**src/hw/rtl/ppr_pkg.sv**
```systemverilog
`default_nettype none
// ----------------------------------------------------------------------------
// ppr_pkg
// Shared widths, register indexes and the configuration record of the
// position PID regulator.
// ----------------------------------------------------------------------------
package ppr_pkg;

	// field widths
	localparam int POS_W      = 12;
	localparam int ERR_W      = 13;
	localparam int MAG_W      = 12;
	localparam int DERR_W     = 14;
	localparam int INTEG_W    = 16;
	localparam int ISUM_W     = 17;
	localparam int DRIVE_W    = 9;
	localparam int GAIN_W     = 8;
	localparam int IMAX_W     = 15;
	localparam int ANGLE_W    = 12;
	localparam int CFG_DATA_W = 16;
	localparam int CFG_IDX_W  = 3;

	// term scaling as right shifts: /16, /32, /4
	localparam int P_SHIFT = 4;
	localparam int I_SHIFT = 5;
	localparam int D_SHIFT = 2;

	// product and sum widths
	localparam int P_PROD_W = 21;
	localparam int I_PROD_W = 24;
	localparam int D_PROD_W = 22;
	localparam int PWR_W    = 22;

	// register indexes
	localparam logic [CFG_IDX_W-1:0] REG_DEADBAND    = 3'd0;
	localparam logic [CFG_IDX_W-1:0] REG_GAIN_P      = 3'd1;
	localparam logic [CFG_IDX_W-1:0] REG_GAIN_I      = 3'd2;
	localparam logic [CFG_IDX_W-1:0] REG_GAIN_D      = 3'd3;
	localparam logic [CFG_IDX_W-1:0] REG_POWER_LIMIT = 3'd4;
	localparam logic [CFG_IDX_W-1:0] REG_INTEG_MAX   = 3'd5;
	localparam logic [CFG_IDX_W-1:0] REG_INTEG_MIN   = 3'd6;
	localparam logic [CFG_IDX_W-1:0] REG_RESET_ANGLE = 3'd7;

	typedef struct packed {
		logic        [GAIN_W-1:0]  deadband;
		logic        [GAIN_W-1:0]  gain_p;
		logic        [GAIN_W-1:0]  gain_i;
		logic        [GAIN_W-1:0]  gain_d;
		logic        [GAIN_W-1:0]  power_limit;
		logic        [IMAX_W-1:0]  integral_max;
		logic signed [INTEG_W-1:0] integral_min;
		logic        [ANGLE_W-1:0] integral_reset_angle;
	} cfg_t;

	localparam cfg_t CFG_RESET = '{
		deadband:             8'd0,
		gain_p:               8'd16,
		gain_i:               8'd0,
		gain_d:               8'd0,
		power_limit:          8'd255,
		integral_max:         15'd1000,
		integral_min:         -16'sd1000,
		integral_reset_angle: 12'd100
	};

endpackage
`default_nettype wire

```
**src/hw/rtl/ppr_if.sv**
```systemverilog
`default_nettype none
// ----------------------------------------------------------------------------
// ppr channel interfaces
// Valid/ready channels carrying regulator requests and results.
// ----------------------------------------------------------------------------
interface ppr_cmd_if;
	logic                              valid;
	logic                              ready;
	logic signed [ppr_pkg::POS_W-1:0]  target_position;
	logic signed [ppr_pkg::POS_W-1:0]  actual_position;
	logic                              clear_state;

	modport source (output valid, target_position, actual_position, clear_state,
		input ready);
	modport sink (input valid, target_position, actual_position, clear_state,
		output ready);
endinterface

interface ppr_rsp_if;
	logic                               valid;
	logic                               ready;
	logic signed [ppr_pkg::DRIVE_W-1:0] drive;
	logic signed [ppr_pkg::ERR_W-1:0]   position_error;

	modport source (output valid, drive, position_error, input ready);
	modport sink (input valid, drive, position_error, output ready);
endinterface
`default_nettype wire

```
**src/hw/rtl/position_pid_regulator_unit.sv**
```systemverilog
`default_nettype none
// ----------------------------------------------------------------------------
// position_pid_regulator_unit
// Position PID regulator with deadband, integral clamp and output limit.
// ----------------------------------------------------------------------------
// Usage:
//   cmd  : valid/ready request channel with target and actual position and a
//          clear_state flag that zeroes the previous error and the integral
//          before the request is processed.
//   rsp  : valid/ready result channel, one drive command and the error after
//          the deadband for every request.
//   cfg_*: plain register write port, one register per cycle, no read-back;
//          write only while no request is in flight.
// A request moves through three registers on its way to rsp.valid: the input
// register loads at acceptance, then the error/state stage register (previous
// error and integral update there), then the result register. One request per
// cycle is sustained while rsp.ready stays high; the state feedback closes
// within the error stage so consecutive requests need no spacing.
// Reset clears the state, the pipeline valids and loads the register defaults.
// When rsp.ready is low the result register holds and the stages behind it
// keep filling; cmd.ready falls once all three stages hold a request.
// ----------------------------------------------------------------------------
module position_pid_regulator_unit (
	input  wire logic                               clk,
	input  wire logic                               arst_n,
	input  wire logic                               cfg_write,
	input  wire logic [ppr_pkg::CFG_IDX_W-1:0]      cfg_index,
	input  wire logic [ppr_pkg::CFG_DATA_W-1:0]     cfg_data,
	ppr_cmd_if.sink                                 cmd,
	ppr_rsp_if.source                               rsp
);

	localparam int EW = ppr_pkg::ERR_W;
	localparam int MW = ppr_pkg::MAG_W;
	localparam int SW = ppr_pkg::ISUM_W;

	ppr_pkg::cfg_t cfg_q;

	// pipeline control
	logic s1_v_q, s2_v_q, rsp_v_q;
	logic out_load, s2_free, s1_free, adv_s1;

	// request stage
	logic signed [ppr_pkg::POS_W-1:0] tgt_s1, act_s1;
	logic                             clr_s1;

	// state
	logic signed [EW-1:0]               prev_err_q;
	logic signed [ppr_pkg::INTEG_W-1:0] integ_q;

	// error stage
	logic signed [EW-1:0]               raw_err;
	logic signed [EW-1:0]               raw_abs;
	logic        [MW-1:0]               raw_mag;
	logic        [MW-1:0]               db_mag;
	logic                               in_band;
	logic        [MW-1:0]               err_mag;
	logic signed [EW-1:0]               err;
	logic signed [EW-1:0]               prev_err;
	logic signed [ppr_pkg::INTEG_W-1:0] integ;
	logic signed [ppr_pkg::DERR_W-1:0]  derr;
	logic signed [SW-1:0]               isum_wide;
	logic signed [SW-1:0]               isum_hi;
	logic signed [SW-1:0]               isum_lo;
	logic signed [SW-1:0]               imax_ext;
	logic signed [SW-1:0]               imin_ext;
	logic signed [ppr_pkg::INTEG_W-1:0] isum;

	logic signed [EW-1:0]               err_s2;
	logic signed [ppr_pkg::DERR_W-1:0]  derr_s2;
	logic signed [ppr_pkg::INTEG_W-1:0] isum_s2;

	// result stage
	logic signed [ppr_pkg::DRIVE_W-1:0] drive_c;
	logic signed [ppr_pkg::DRIVE_W-1:0] drive_q;
	logic signed [EW-1:0]               perr_q;

	// configuration registers
	always_ff @(posedge clk or negedge arst_n) begin
		if (!arst_n) begin
			cfg_q <= ppr_pkg::CFG_RESET;
		end else if (cfg_write) begin
			unique case (cfg_index)
				ppr_pkg::REG_DEADBAND:    cfg_q.deadband     <= cfg_data[ppr_pkg::GAIN_W-1:0];
				ppr_pkg::REG_GAIN_P:      cfg_q.gain_p       <= cfg_data[ppr_pkg::GAIN_W-1:0];
				ppr_pkg::REG_GAIN_I:      cfg_q.gain_i       <= cfg_data[ppr_pkg::GAIN_W-1:0];
				ppr_pkg::REG_GAIN_D:      cfg_q.gain_d       <= cfg_data[ppr_pkg::GAIN_W-1:0];
				ppr_pkg::REG_POWER_LIMIT: cfg_q.power_limit  <= cfg_data[ppr_pkg::GAIN_W-1:0];
				ppr_pkg::REG_INTEG_MAX:   cfg_q.integral_max <= cfg_data[ppr_pkg::IMAX_W-1:0];
				ppr_pkg::REG_INTEG_MIN:   cfg_q.integral_min <=
					$signed(cfg_data[ppr_pkg::INTEG_W-1:0]);
				ppr_pkg::REG_RESET_ANGLE: cfg_q.integral_reset_angle <=
					cfg_data[ppr_pkg::ANGLE_W-1:0];
				default: ;
			endcase
		end
	end

	// stage advance, each stage loads when the one ahead frees up
	assign out_load  = !rsp_v_q || rsp.ready;
	assign s2_free   = !s2_v_q || out_load;
	assign s1_free   = !s1_v_q || s2_free;
	assign adv_s1    = s1_v_q && s2_free;
	assign cmd.ready = s1_free;

	always_ff @(posedge clk or negedge arst_n) begin
		if (!arst_n) begin
			s1_v_q  <= 1'b0;
			s2_v_q  <= 1'b0;
			rsp_v_q <= 1'b0;
		end else begin
			if (s1_free) begin
				s1_v_q <= cmd.valid;
			end
			if (s2_free) begin
				s2_v_q <= s1_v_q;
			end
			if (out_load) begin
				rsp_v_q <= s2_v_q;
			end
		end
	end

	// request register
	always_ff @(posedge clk) begin
		if (s1_free && cmd.valid) begin
			tgt_s1 <= cmd.target_position;
			act_s1 <= cmd.actual_position;
			clr_s1 <= cmd.clear_state;
		end
	end

	// raw error and deadband
	assign raw_err = $signed({tgt_s1[ppr_pkg::POS_W-1], tgt_s1})
		- $signed({act_s1[ppr_pkg::POS_W-1], act_s1});
	assign raw_abs = raw_err[EW-1] ? -raw_err : raw_err;
	assign raw_mag = raw_abs[MW-1:0];
	assign in_band = raw_mag <= MW'(cfg_q.deadband);
	assign db_mag  = raw_mag - MW'(cfg_q.deadband);
	assign err_mag = in_band ? '0 : db_mag;
	assign err     = raw_err[EW-1] ? -$signed({1'b0, err_mag}) : $signed({1'b0, err_mag});

	// state as seen by this request
	assign prev_err = clr_s1 ? '0 : prev_err_q;
	assign integ    = clr_s1 ? '0 : integ_q;

	assign derr = $signed({err[EW-1], err}) - $signed({prev_err[EW-1], prev_err});

	// integral: wide sum, upper clamp, lower clamp, then clear on large error
	assign isum_wide = $signed({integ[ppr_pkg::INTEG_W-1], integ})
		+ $signed({{(SW-EW){err[EW-1]}}, err});
	assign imax_ext  = $signed({{(SW-ppr_pkg::IMAX_W){1'b0}}, cfg_q.integral_max});
	assign imin_ext  = $signed({cfg_q.integral_min[ppr_pkg::INTEG_W-1], cfg_q.integral_min});
	assign isum_hi   = (isum_wide > imax_ext) ? imax_ext : isum_wide;
	assign isum_lo   = (isum_hi < imin_ext) ? imin_ext : isum_hi;
	assign isum      = (err_mag > MW'(cfg_q.integral_reset_angle))
		? '0 : isum_lo[ppr_pkg::INTEG_W-1:0];

	// state update
	always_ff @(posedge clk or negedge arst_n) begin
		if (!arst_n) begin
			prev_err_q <= '0;
			integ_q    <= '0;
		end else if (adv_s1) begin
			prev_err_q <= err;
			integ_q    <= isum;
		end
	end

	// error stage register
	always_ff @(posedge clk) begin
		if (adv_s1) begin
			err_s2  <= err;
			derr_s2 <= derr;
			isum_s2 <= isum;
		end
	end

	// controller law
	ppr_drive_calc u_drive_calc (
		.cfg   (cfg_q),
		.err   (err_s2),
		.derr  (derr_s2),
		.integ (isum_s2),
		.drive (drive_c)
	);

	// result register
	always_ff @(posedge clk) begin
		if (out_load && s2_v_q) begin
			drive_q <= drive_c;
			perr_q  <= err_s2;
		end
	end

	assign rsp.valid          = rsp_v_q;
	assign rsp.drive          = drive_q;
	assign rsp.position_error = perr_q;

	// state only moves when a request leaves the error stage
	a_state_hold: assert property (@(posedge clk) disable iff (!arst_n)
		!adv_s1 |=> $stable(prev_err_q) && $stable(integ_q))
		else $error("regulator state changed without a request");

	// previous error tracks the error handed to the law
	a_prev_tracks: assert property (@(posedge clk) disable iff (!arst_n)
		adv_s1 |=> prev_err_q == err_s2 && integ_q == isum_s2)
		else $error("state and error stage disagree");

	// a large error clears the integral
	a_integ_clear: assert property (@(posedge clk) disable iff (!arst_n)
		adv_s1 && (err_mag > MW'(cfg_q.integral_reset_angle)) |=> integ_q == '0)
		else $error("integral not cleared on large error");

endmodule
`default_nettype wire

```
**src/hw/rtl/ppr_drive_calc.sv**
```systemverilog
`default_nettype none
// ----------------------------------------------------------------------------
// ppr_drive_calc
// Weighted sum of the P, I and D terms with truncation toward zero and a
// symmetric clamp to the power limit.
// ----------------------------------------------------------------------------
module ppr_drive_calc (
	input  wire ppr_pkg::cfg_t                        cfg,
	input  wire logic signed [ppr_pkg::ERR_W-1:0]     err,
	input  wire logic signed [ppr_pkg::DERR_W-1:0]    derr,
	input  wire logic signed [ppr_pkg::INTEG_W-1:0]   integ,
	output logic signed [ppr_pkg::DRIVE_W-1:0]        drive
);

	localparam int P_Q_W = ppr_pkg::P_PROD_W - ppr_pkg::P_SHIFT;
	localparam int I_Q_W = ppr_pkg::I_PROD_W - ppr_pkg::I_SHIFT;
	localparam int D_Q_W = ppr_pkg::D_PROD_W - ppr_pkg::D_SHIFT;
	localparam int PW    = ppr_pkg::PWR_W;

	logic signed [ppr_pkg::P_PROD_W-1:0] p_prod, p_adj;
	logic signed [ppr_pkg::I_PROD_W-1:0] i_prod, i_adj;
	logic signed [ppr_pkg::D_PROD_W-1:0] d_prod, d_adj;
	logic signed [P_Q_W-1:0]             p_term;
	logic signed [I_Q_W-1:0]             i_term;
	logic signed [D_Q_W-1:0]             d_term;
	logic signed [PW-1:0]                pwr;
	logic signed [PW-1:0]                lim;
	logic signed [PW-1:0]                lim_neg;

	// gain products, gains are unsigned
	assign p_prod = $signed({{(ppr_pkg::P_PROD_W-ppr_pkg::ERR_W){err[ppr_pkg::ERR_W-1]}}, err})
		* $signed({{(ppr_pkg::P_PROD_W-ppr_pkg::GAIN_W){1'b0}}, cfg.gain_p});
	assign i_prod = $signed({{(ppr_pkg::I_PROD_W-ppr_pkg::INTEG_W){integ[ppr_pkg::INTEG_W-1]}},
		integ}) * $signed({{(ppr_pkg::I_PROD_W-ppr_pkg::GAIN_W){1'b0}}, cfg.gain_i});
	assign d_prod = $signed({{(ppr_pkg::D_PROD_W-ppr_pkg::DERR_W){derr[ppr_pkg::DERR_W-1]}},
		derr}) * $signed({{(ppr_pkg::D_PROD_W-ppr_pkg::GAIN_W){1'b0}}, cfg.gain_d});

	// bias negative products so the shift rounds toward zero
	assign p_adj = p_prod + (p_prod[ppr_pkg::P_PROD_W-1]
		? ppr_pkg::P_PROD_W'((1 << ppr_pkg::P_SHIFT) - 1) : '0);
	assign i_adj = i_prod + (i_prod[ppr_pkg::I_PROD_W-1]
		? ppr_pkg::I_PROD_W'((1 << ppr_pkg::I_SHIFT) - 1) : '0);
	assign d_adj = d_prod + (d_prod[ppr_pkg::D_PROD_W-1]
		? ppr_pkg::D_PROD_W'((1 << ppr_pkg::D_SHIFT) - 1) : '0);

	assign p_term = p_adj[ppr_pkg::P_PROD_W-1:ppr_pkg::P_SHIFT];
	assign i_term = i_adj[ppr_pkg::I_PROD_W-1:ppr_pkg::I_SHIFT];
	assign d_term = d_adj[ppr_pkg::D_PROD_W-1:ppr_pkg::D_SHIFT];

	// three-way sum
	assign pwr = $signed({{(PW-P_Q_W){p_term[P_Q_W-1]}}, p_term})
		+ $signed({{(PW-I_Q_W){i_term[I_Q_W-1]}}, i_term})
		+ $signed({{(PW-D_Q_W){d_term[D_Q_W-1]}}, d_term});

	assign lim     = $signed({{(PW-ppr_pkg::GAIN_W){1'b0}}, cfg.power_limit});
	assign lim_neg = -lim;

	// symmetric clamp
	always_comb begin
		priority if (pwr > lim) begin
			drive = lim[ppr_pkg::DRIVE_W-1:0];
		end else if (pwr < lim_neg) begin
			drive = lim_neg[ppr_pkg::DRIVE_W-1:0];
		end else begin
			drive = pwr[ppr_pkg::DRIVE_W-1:0];
		end
	end

endmodule
`default_nettype wire

```
**src/flat_wrapper.sv**
```systemverilog
// flat-port wrapper written by rule: the top's interface ports become plain ports
module position_pid_regulator_unit_flat 
  (clk, arst_n, cfg_write, cfg_index, cfg_data, cmd_valid, cmd_target_position, cmd_actual_position, cmd_clear_state, cmd_ready, rsp_valid, rsp_drive, rsp_position_error, rsp_ready);
  ppr_cmd_if cmd_i ();
  ppr_rsp_if rsp_i ();
  input  wire logic clk;
  input  wire logic arst_n;
  input  wire logic cfg_write;
  input  wire logic [ppr_pkg::CFG_IDX_W-1:0] cfg_index;
  input  wire logic [ppr_pkg::CFG_DATA_W-1:0] cfg_data;
  input wire logic [$bits(cmd_i.valid)-1:0] cmd_valid;
  input wire logic [$bits(cmd_i.target_position)-1:0] cmd_target_position;
  input wire logic [$bits(cmd_i.actual_position)-1:0] cmd_actual_position;
  input wire logic [$bits(cmd_i.clear_state)-1:0] cmd_clear_state;
  output wire logic [$bits(cmd_i.ready)-1:0] cmd_ready;
  output wire logic [$bits(rsp_i.valid)-1:0] rsp_valid;
  output wire logic [$bits(rsp_i.drive)-1:0] rsp_drive;
  output wire logic [$bits(rsp_i.position_error)-1:0] rsp_position_error;
  input wire logic [$bits(rsp_i.ready)-1:0] rsp_ready;
  assign cmd_i.valid = cmd_valid;
  assign cmd_i.target_position = cmd_target_position;
  assign cmd_i.actual_position = cmd_actual_position;
  assign cmd_i.clear_state = cmd_clear_state;
  assign cmd_ready = cmd_i.ready;
  assign rsp_valid = rsp_i.valid;
  assign rsp_drive = rsp_i.drive;
  assign rsp_position_error = rsp_i.position_error;
  assign rsp_i.ready = rsp_ready;
  position_pid_regulator_unit u_core (.clk(clk), .arst_n(arst_n), .cfg_write(cfg_write), .cfg_index(cfg_index), .cfg_data(cfg_data), .cmd(cmd_i), .rsp(rsp_i));
endmodule
```
**config.mk**
```make
export PLATFORM = sky130hd
export DESIGN_NAME = position_pid_regulator_unit_flat
export DESIGN_NICKNAME = d
export VERILOG_FILES = /design/src/hw/rtl/ppr_pkg.sv /design/src/hw/rtl/ppr_if.sv /design/src/hw/rtl/position_pid_regulator_unit.sv /design/src/hw/rtl/ppr_drive_calc.sv /design/src/flat_wrapper.sv
export SDC_FILE = /design/constraint.sdc
export NUM_CORES = 1
export LEC_CHECK = 0
export BUFFER_PORTS_ARGS = -buffer_cell sky130_fd_sc_hd__buf_2
export CORE_MARGIN = 2
export CORE_UTILIZATION = 59
export CTS_BUF_LIST = sky130_fd_sc_hd__clkbuf_4 sky130_fd_sc_hd__clkbuf_8 sky130_fd_sc_hd__clkbuf_16
export CTS_CLUSTER_DIAMETER = 200
export DETAILED_ROUTE_END_ITERATION = 10
export PLACE_DENSITY = 0.78
export SYNTH_ARGS = -nofsm -noshare
export SYNTH_HDL_FRONTEND = slang
export SYNTH_SLANG_ARGS = --single-unit
```
**constraint.sdc**
```tcl
create_clock -name clk -period 11.7 [get_ports clk]
set_input_delay 2.34 -clock clk [delete_from_list [all_inputs] [get_ports clk]]
set_output_delay 2.34 -clock clk [all_outputs]
set_load 0.02 [all_outputs]
```
==> results.md, run 1 <==
STA:
- The ratio of final minimum period to clock period is 98.0%.
- The headroom to the max-slew limit is 26.4%.
- The number of hold violations in the final report is 0.
- The max-slew violation count is 0.
- On the final layout, the worst clock skew is 0.0372 ns.
- After layout, the minimum clock period comes to 11.47 ns.
- Setup violations remaining at the end of the flow were counted as 0.
- The maximum clock rate is 87.2 MHz.
- The slew at the pin closest to its max-slew limit is 1.10 ns.
- The worst-case hold slack is 0.491 ns.

Placement:
- After detailed placement, the design holds a cell count of 3626.
- The count of buffers added on input and output ports is 72.
- The final weighted congestion in routability-driven placement is 0.970.
- The wire-length estimate of the detail-placed layout is 54800 um.

Synth:
- The multiplexer fraction of the synthesized cell area is 4.17%.
- After synthesis, the netlist uses 93 different library cells.
- After synthesis, the most frequently instantiated cells are inv_1, fa_1, ha_1.
- The cell count after synthesis is 2925.
- The compound-gate portion of the synthesized area is 10.7%.
- The sequential area share after synthesis is 20.5%.
- Among all cell types in the netlist, the one instantiated most often is inv_1.
- Summing the areas of all fa, ha and maj instances in the mapped netlist gives 34.4% of the synthesized area.
- The most used flip-flop cell after synthesis is edfxtp_1.
- The main combinational cell family by area after synthesis is adder cells.
- The post-synthesis share of cell area spent on xor and xnor gates is 6.80%.
- The synthesis warning total is 0.
- The synthesized netlist devotes 15.7% of its cell area to simple gates.
- Yosys mapped a number of flops with a built-in enable equal to 90.
- In this run the mean area of a mapped cell was 9.34 sq um.
- The number of flip-flops and latches in the synthesized netlist is 205.
- The most area-hungry cell type in the Yosys netlist is fa_1.
- The synthesized net count is 3546.
- Of all flip-flops after synthesis, the portion carrying an async set or reset was 56.1%.
- The synthesized cell area is 27300 sq um.
- The share of the synthesized area in the top cell type is 21.6%.
- Yosys attributes the largest share of cell area to fa_1, ha_1, edfxtp_1, dfrtp_1, inv_1.

Clock network:
- The buffer type at the clock tree root is clkbuf_16.
- The H-tree depth is 1.
- The clock tree from TritonCTS is built.
- In this run the deepest clock path goes through 3 buffers.
- The sink count of the clock tree is 205.
- The clock insertion delay at the later pin of the skew report is 0.56 ns.
- The number of buffers created by CTS is 24.
- Hold repair after CTS inserted 0 buffers.
- After clock tree synthesis, the clock-pin slew on the worst setup and hold paths is 0.06 ns.

Floorplanning:
- The overall die area is 48000 sq um.
- The vertical extent of the die is 219 um.
- Pin placement for this block handled 73 I/O pins.
- The floorplan step set the die width to 219 um.
- Once the floorplan was initialized, standard cells occupied 59.9% of the core.
- The count of standard-cell rows is 78.
- The core footprint is 45600 sq um.

Outcome:
- The run finished with clean final reports.

Global route:
- The total overflow left after global routing is 0.
- The overall track demand over capacity in global routing is 29.2%.
- Entering global routing, the biggest net connects 63 pins.
- The first global-routing pass estimated 111000 um of wire.
- The number of antenna violations at the first check in global routing came to 3.
- The via count of the first global-routing pass came to 22100.

Finish:
- Compared with the post-synthesis result, the final layout area differs by 13.2%.
- Once layout is complete, the cells apart from fillers number 3724.
- Cells fill 67.9% of the core in the end.
- The fraction of layout cells with a size suffix above 1 is 16.4%.
- The layout net count is 3726.

Setup path:
- For this run, the slowest stage of the critical path takes 0.41 ns.
- For this design, the slowest cell found on the critical path is fa_2.
- The launch instance of the worst register-to-register path is u_core.act_s1[0]$_DFFE_PP_.
- The classification of the worst setup path is register to register.
- Of all nets on the critical path, the largest fanout is 14.
- At the worst endpoint, the arrival time is 11.73 ns.
- The required time of the critical path is 11.97 ns.
- STA classifies the critical path startpoint as a register.
- The number of cell instances on the worst register-to-register path is 58.
- The worst register-to-register path ends at u_core.isum_s2[4]$_DFFE_PP_.
- The cell occurring most often along the worst timing path is nor2_1.
- The setup check on the worst reg-to-reg path leaves a slack of 0.23 ns.
- The endpoint type of the worst setup path is a register.

Routing:
- In this run, the number of DRC markers left after iteration 0 of detailed routing was 1498.
- The routed via count is 21500.
- For this block, the routed nets add up to 70400 um of wire.
- The count of unresolved DRC violations after routing is 0.
- In the routed layout, each cell is associated on average with a via count of 5.76.
- The count of nets left with antenna violations once routing finished came out at 0.
- Dividing the detail-routed wire length by the instance count gives 18.9 um.
- The iteration count of the initial detailed-routing pass is 5.

Min path:
- The path class of the lowest-slack min-delay path is register to register.
- The critical hold path startpoint is u_core.prev_err_q[0]$_DFFE_PN0P_.
- The worst hold path was traced through 2 stages.
- The worst hold path terminates at u_core.prev_err_q[0]$_DFFE_PN0P_.

Job:
- The max-capacitance violation count is 0.
[worst max-delay path by stage]
stage          slack, ns                         from                           endpoint  depth (start not counted)
2_1_floorplan       0.03   u_core.act_s1[0]$_DFFE_PP_       u_core.isum_s2[13]$_DFFE_PP_                         65
4_1_cts             0.01   u_core.act_s1[0]$_DFFE_PP_       u_core.isum_s2[10]$_DFFE_PP_                         60
6_report            0.23   u_core.act_s1[0]$_DFFE_PP_        u_core.isum_s2[4]$_DFFE_PP_                         58
3_3_place_gp       -0.11  u_core.derr_s2[2]$_DFFE_PP_  u_core.rsp.drive[8]$_SDFFCE_PP0P_                         57
3_5_place_dp       -0.57  u_core.derr_s2[2]$_DFFE_PP_  u_core.rsp.drive[8]$_SDFFCE_PP0P_                         57
5_1_grt            -0.29   u_core.act_s1[0]$_DFFE_PP_        u_core.isum_s2[4]$_DFFE_PP_                         63
[kinds of logic (layout without fill, tap and decap cells)]
family,after synthesis,after routing
AOI/OAI and AO/OA,450,450
xor gates and xnor gates,209,209
adders and majority gates,574,574
buffers and inverters,559,757
DFF,205,205
muxes,103,103
other,0,1
and+or+nand+nor,825,825
[repair_timing]
action,in CTS,in global routing
resized for setup,30,153
pin swaps,4,85
endpoints found under the setup margin,39,41
gates cloned,0,2
setup buffers,7,44
[state kept, by name, indices dropped and copies added (netlist names)]
register / flops
u_core.s2_v_q: 1
u_core.cfg_q: 83
u_core.act_s1: 12
u_core.isum_s2: 16
u_core.prev_err_q: 13
u_core.rsp.drive: 9
u_core.rsp.position_error: 13
u_core.err_s2: 13
u_core.tgt_s1: 12
u_core.integ_q: 16
u_core.s1_v_q: 1
u_core.clr_s1: 1
u_core.derr_s2: 14
u_core.rsp.valid: 1
[per-stage QoR]
step           setup TNS [ns]  instance area, sq um  setup WS [ns]
2_1_floorplan               0                 27400         0.0294
3_3_place_gp           -0.375                 28900         -0.112
3_5_place_dp            -7.77                 28900         -0.568
4_1_cts                     0                 29900         0.0150
5_1_grt                 -7.72                 30900         -0.289
6_report                    0                 30900          0.231
[area by class of cell]
| class | count | area, sq um |
|---|---|---|
| diodes | 1 | 2.50 |
| clock buffers | 32 | 667 |
| clock inverters | 12 | 115 |
| fillers | 3491 | 14600 |
| inverters | 500 | 1880 |
| multi-input cells | 2161 | 20400 |
| flip-flops and latches | 205 | 5620 |
| well taps | 600 | 751 |
| repair buffers | 213 | 1470 |
[per-layer routing]
metal / track usage [%] / vias up / share of wire [%]
li1: - / 9973 / -
met1: 37.1 / 10600 / 40
met3: 3.34 / 173 / 6.1
met2: 50.7 / 734 / 49
met5: 0 / - / 0
met4: 12.1 / 0 / 4.4
[cell usage in the layout (no fill, tap or decap), types with 8 or more instances in the layout]
master / n
a21o_1: 32
a31oi_1: 9
nand4_1: 26
and3_1: 16
ha_1: 265
dfstp_2: 26
a21oi_1: 88
o21ai_1: 28
a211oi_1: 9
dfrtp_1: 83
buf_4: 135
nand2b_1: 26
nor3_1: 31
fa_1: 290
clkbuf_16: 25
nand3_1: 28
edfxtp_1: 90
o21a_1: 28
xnor2_2: 10
and2_1: 216
nor2_1: 105
o31ai_1: 9
o21bai_1: 40
or4_1: 8
nor3b_1: 8
xor2_1: 52
mux2i_1: 15
o211ai_1: 11
xnor2_1: 139
buf_2: 71
nor2b_1: 46
nand2_1: 251
mux2_2: 75
o21ai_0: 81
inv_1: 494
mux2i_4: 8
a21oi_2: 32
[worst max-delay path, delay by kind of cell (launching register included)]
kind | cells | cell delay [ns]
AOI/OAI and AO/OA | 21 | 3.83
and+or+nand+nor | 17 | 2.65
adders and majority gates | 7 | 1.99
buffers and inverters | 7 | 1.12
xor gates and xnor gates | 5 | 0.92
DFF | 1 | 0.37
muxes | 1 | 0.27
Power of run 1 is left out: the tool's default activity adds up to more than one toggle a clock period on the data nets, which glitch-free logic cannot reach.
==> run 2, diff against run 1 <==
Settings changed: CAP_MARGIN from default to 20, SETUP_SLACK_MARGIN from default to 0.5.
==> run 2 against run 1 <==
Net effect: global-route usage is 1.2 points higher; critical endpoint is now u_core.rsp.drive[3]$_DFFE_PP_; register-to-register slack better by 0.26 ns; hold slack worse by 0.011 ns; sequential share of layout area is 0.59 points lower; first-iteration DRC count is 5.5% higher; design area is 3.4% higher; sequential cell count stayed put.
==> results.md, run 2 (synthesized netlist as in run 1, its figures left out) <==
Job:
- The max-capacitance violation count is 0 (unchanged).

Routing:
- The final wirelength was 72200 um (+2.5%).
- The number of nets with antenna violations after routing was 0 (unchanged).
- The count of unresolved DRC violations after routing is 0 (unchanged).
- The post-detailed-route wirelength per cell is 18.9 um (-0.13%).
- The mean number of vias per cell is 5.79 (+0.52%).
- The routed via count is 22100 (+3.2%).
- The number of DRC markers after the initial detailed-route iteration is 1581 (+5.5%).
- The iteration count of the initial detailed-routing pass was 6 (+1).

Floorplanning:
- The count of standard-cell rows is 78 (unchanged).
- The initial core utilization came to 59.9% (unchanged).
- The die width came to 219 um (unchanged).
- The overall die area is 48000 sq um (unchanged).
- The core footprint is 45600 sq um (unchanged).
- The vertical extent of the die is 219 um (unchanged).
- The I/O pin total is 73 (unchanged).

Setup path:
- STA classifies the critical path endpoint as a register.
- The classification of the worst setup path is register to register.
- The nature of the critical path startpoint is a register.
- The maximum cell stage delay along the critical path is 0.52 ns (+0.11 ns).
- The buffering stage count on the worst path with inverters included was 7 (unchanged).
- In this run the critical register-to-register path is captured at u_core.rsp.drive[3]$_DFFE_PP_.
- The gate family responsible for the most delay along the worst path is compound AO/OA/AOI/OAI gates.
- The number of cell instances on the worst register-to-register path came to 55 (-5.2%).
- The critical-path cell with the highest stage delay is fa_1.
- The largest fanout on the critical path is 10 (-4).
- The launch instance of the worst register-to-register path is u_core.cfg_q[60]$_DFFE_PN0P_.
- The critical path data arrival time is 11.48 ns (-0.25 ns).
- The cell occurring most often along the worst timing path is a21oi_2.
- The required time of the critical path was 11.96 ns (about the same).
- The internal reg-to-reg setup slack is 0.49 ns (+0.26 ns).

Finish:
- u_core.cfg_q holds more flip-flops than any other register.
- The area occupied by registers came to 5620 sq um (about the same).
- The fraction of layout cells with a size suffix above 1 came to 20.2% (+3.7 points).
- Relative to the synthesized area, the layout overhead comes to 17.0%.
- The filler-free cell count of the finished design is 3823 (+2.7%).
- Leaving out fill and tap cells, the most frequent cell in the layout is inv_1.
- The antenna diode count was 0 (-1).
- The utilization of the core after routing came to 70.2% (+2.3 points).
- The flip-flop count of the largest register, all copies and words added is 83 (unchanged).
- The largest registers in the layout are u_core.cfg_q: 83 flops, u_core.integ_q: 16 flops, u_core.isum_s2: 16 flops.
- The number of fill cells in the layout is 3274 (-6.2%).
- The layout net count is 3827 (+2.7%).
- Leaving out fill and tap cells, the most frequent cells in the layout are inv_1, fa_1, ha_1, nand2_1, buf_4.
- The footprint of the multi-input gates was 20700 sq um (+1.1%).

Min path:
- The critical hold path startpoint is u_core.prev_err_q[1]$_DFFE_PN0P_.
- The path class of the lowest-slack min-delay path is register to register.
- The endpoint of the worst hold path is u_core.prev_err_q[1]$_DFFE_PN0P_.
- The cell count of the worst hold path is 2 (unchanged).

Clock network:
- The maximum clock insertion buffer count is 3 (unchanged).
- The clock transition at the registers of the reported paths is 0.06 ns (about the same).
- The sink count of the clock tree is 205 (unchanged).
- The number of hold buffers added after CTS is 0 (unchanged).
- The clock insertion delay at the later pin of the skew report is 0.56 ns (about the same).
- TritonCTS built the clock tree.
- The H-tree depth is 1 (unchanged).
- The cell sitting at the root of the clock tree is a clkbuf_16.
- The number of buffers created by CTS was 23 (-4.2%).

STA:
- The max-slew violation count is 0 (unchanged).
- The worst-case hold slack is 0.480 ns (-0.0110 ns).
- The clock period minus final worst setup slack was 11.21 ns (-0.256 ns).
- The slew at the pin closest to its max-slew limit is 1.12 ns (+0.0179 ns).
- The headroom to the max-slew limit is 24.8% (-1.5 points).
- The final-report setup violation count is 0 (unchanged).
- The maximum clock rate came to 89.2 MHz (+2.3%).
- The ratio of final minimum period to clock period came to 95.8% (-2.2 points).
- The post-route clock skew came to 0.0356 ns (-0.00155 ns).
- The slack of the critical path is 0.487 ns (+0.256 ns).
- The number of hold violations in the final report is 0 (unchanged).
- Setup repair after global routing could not meet its margin everywhere.

Global route:
- The wire length of the first global-routing pass is 116000 um (+4.1%).
- The via count of the first global-routing pass is 23100 (+4.6%).
- The global routing's busiest layer is met2.
- The met3 demand-to-capacity share in global routing is 4.17% (+0.83 points).
- The maximum number of pins on one net before global-route repair is 73 (+16%).
- The overall track demand over capacity in global routing is 30.4% (+1.2 points).
- The met1 global-route usage is 38.3% (+1.2 points).
- The number of antenna violations at the first check in global routing is 2 (-1).
- The met2 track demand over resource in global routing came to 51.0% (+0.37 points).
- The total congestion overflow after global routing is 0 (unchanged).

Placement:
- The minimum setup slack after placement is -0.456 ns (+0.112 ns).
- The placed cell count came to 3691 (+1.8%).
- The count of buffers inserted at the top-level ports is 72 (unchanged).
- The final weighted congestion in routability-driven placement was 1.00 (+3.0%).
- The detailed-placement wirelength estimate is 55500 um (+1.3%).

Outcome:
- The run finished with clean final reports.
run 2: cell types whose count changed in the layout (fill, tap and decap cells not counted), moves of 4 or more:
| cell | change |
|---|---|
| buf_4 | +88 |
| buf_6 | +13 |
| clkbuf_4 | -6 |
| ha_1 | -7 |
| ha_4 | +9 |
| mux2i_2 | +4 |
| nand2_1 | -7 |
| nand2_2 | +6 |
| o21ai_0 | -7 |
| o21ai_2 | +8 |
run 2: what timing repair did:
action,4_1_cts,5_1_grt
buffers inserted,32,55
endpoints found under the setup margin,39,41
pin swaps,26,118
gates resized for setup,60,171
cloned,1,0
run 2: worst max path at each step:
stage                                 startpoint                                end  slack, ns  cells after the start
finish              u_core.cfg_q[60]$_DFFE_PN0P_      u_core.rsp.drive[3]$_DFFE_PP_       0.49                     55
global route         u_core.derr_s2[5]$_DFFE_PP_  u_core.rsp.drive[8]$_SDFFCE_PP0P_       0.04                     58
CTS                 u_core.cfg_q[52]$_DFFE_PN0P_  u_core.rsp.drive[8]$_SDFFCE_PP0P_       0.50                     56
detailed placement   u_core.derr_s2[3]$_DFFE_PP_      u_core.rsp.drive[2]$_DFFE_PP_      -0.46                     53
global placement     u_core.derr_s2[3]$_DFFE_PP_      u_core.rsp.drive[2]$_DFFE_PP_      -0.32                     53
floorplan           u_core.cfg_q[60]$_DFFE_PN0P_  u_core.rsp.drive[8]$_SDFFCE_PP0P_       0.51                     57
run 2: routing by layer:
layer | vias up | share of wire, % | wire, um
li1 | 10200 | - | -
met1 | 10900 | 40 | 28800
met2 | 810 | 48 | 34400
met3 | 219 | 6.4 | 4630
met4 | 2 | 6.0 | 4360
met5 | - | 0.015 | 11
run 2: cell type report:
| type | count | area share, % |
|---|---|---|
| clock inverter | 16 | 0.485 |
| sequential | 205 | 17.6 |
| timing repair buffer | 315 | 7.19 |
| tap | 600 | 2.35 |
| clock buffer | 26 | 1.94 |
| multi-input combinational | 2161 | 64.6 |
| inverter | 500 | 5.87 |
run 2: metrics by stage:
step,area (sq um),setup TNS [ns]
after global routing,32000,0
after global placement,29500,-2.11
after CTS,30800,0
after detailed placement,29500,-5.49
after floorplan,27500,0
final,32000,0
run 2: worst register-to-register path: cells and delay by family (launching register included):
kind                       cells  cell delay (ns)
AOI/OAI and AO/OA             28             4.55
buffers and inverters          7             0.88
DFF                            1             0.43
and+or+nand+nor                9             0.97
xor gates and xnor gates       1             0.16
adders and majority gates     10             3.93
Power of run 2 is left out for the same reason.
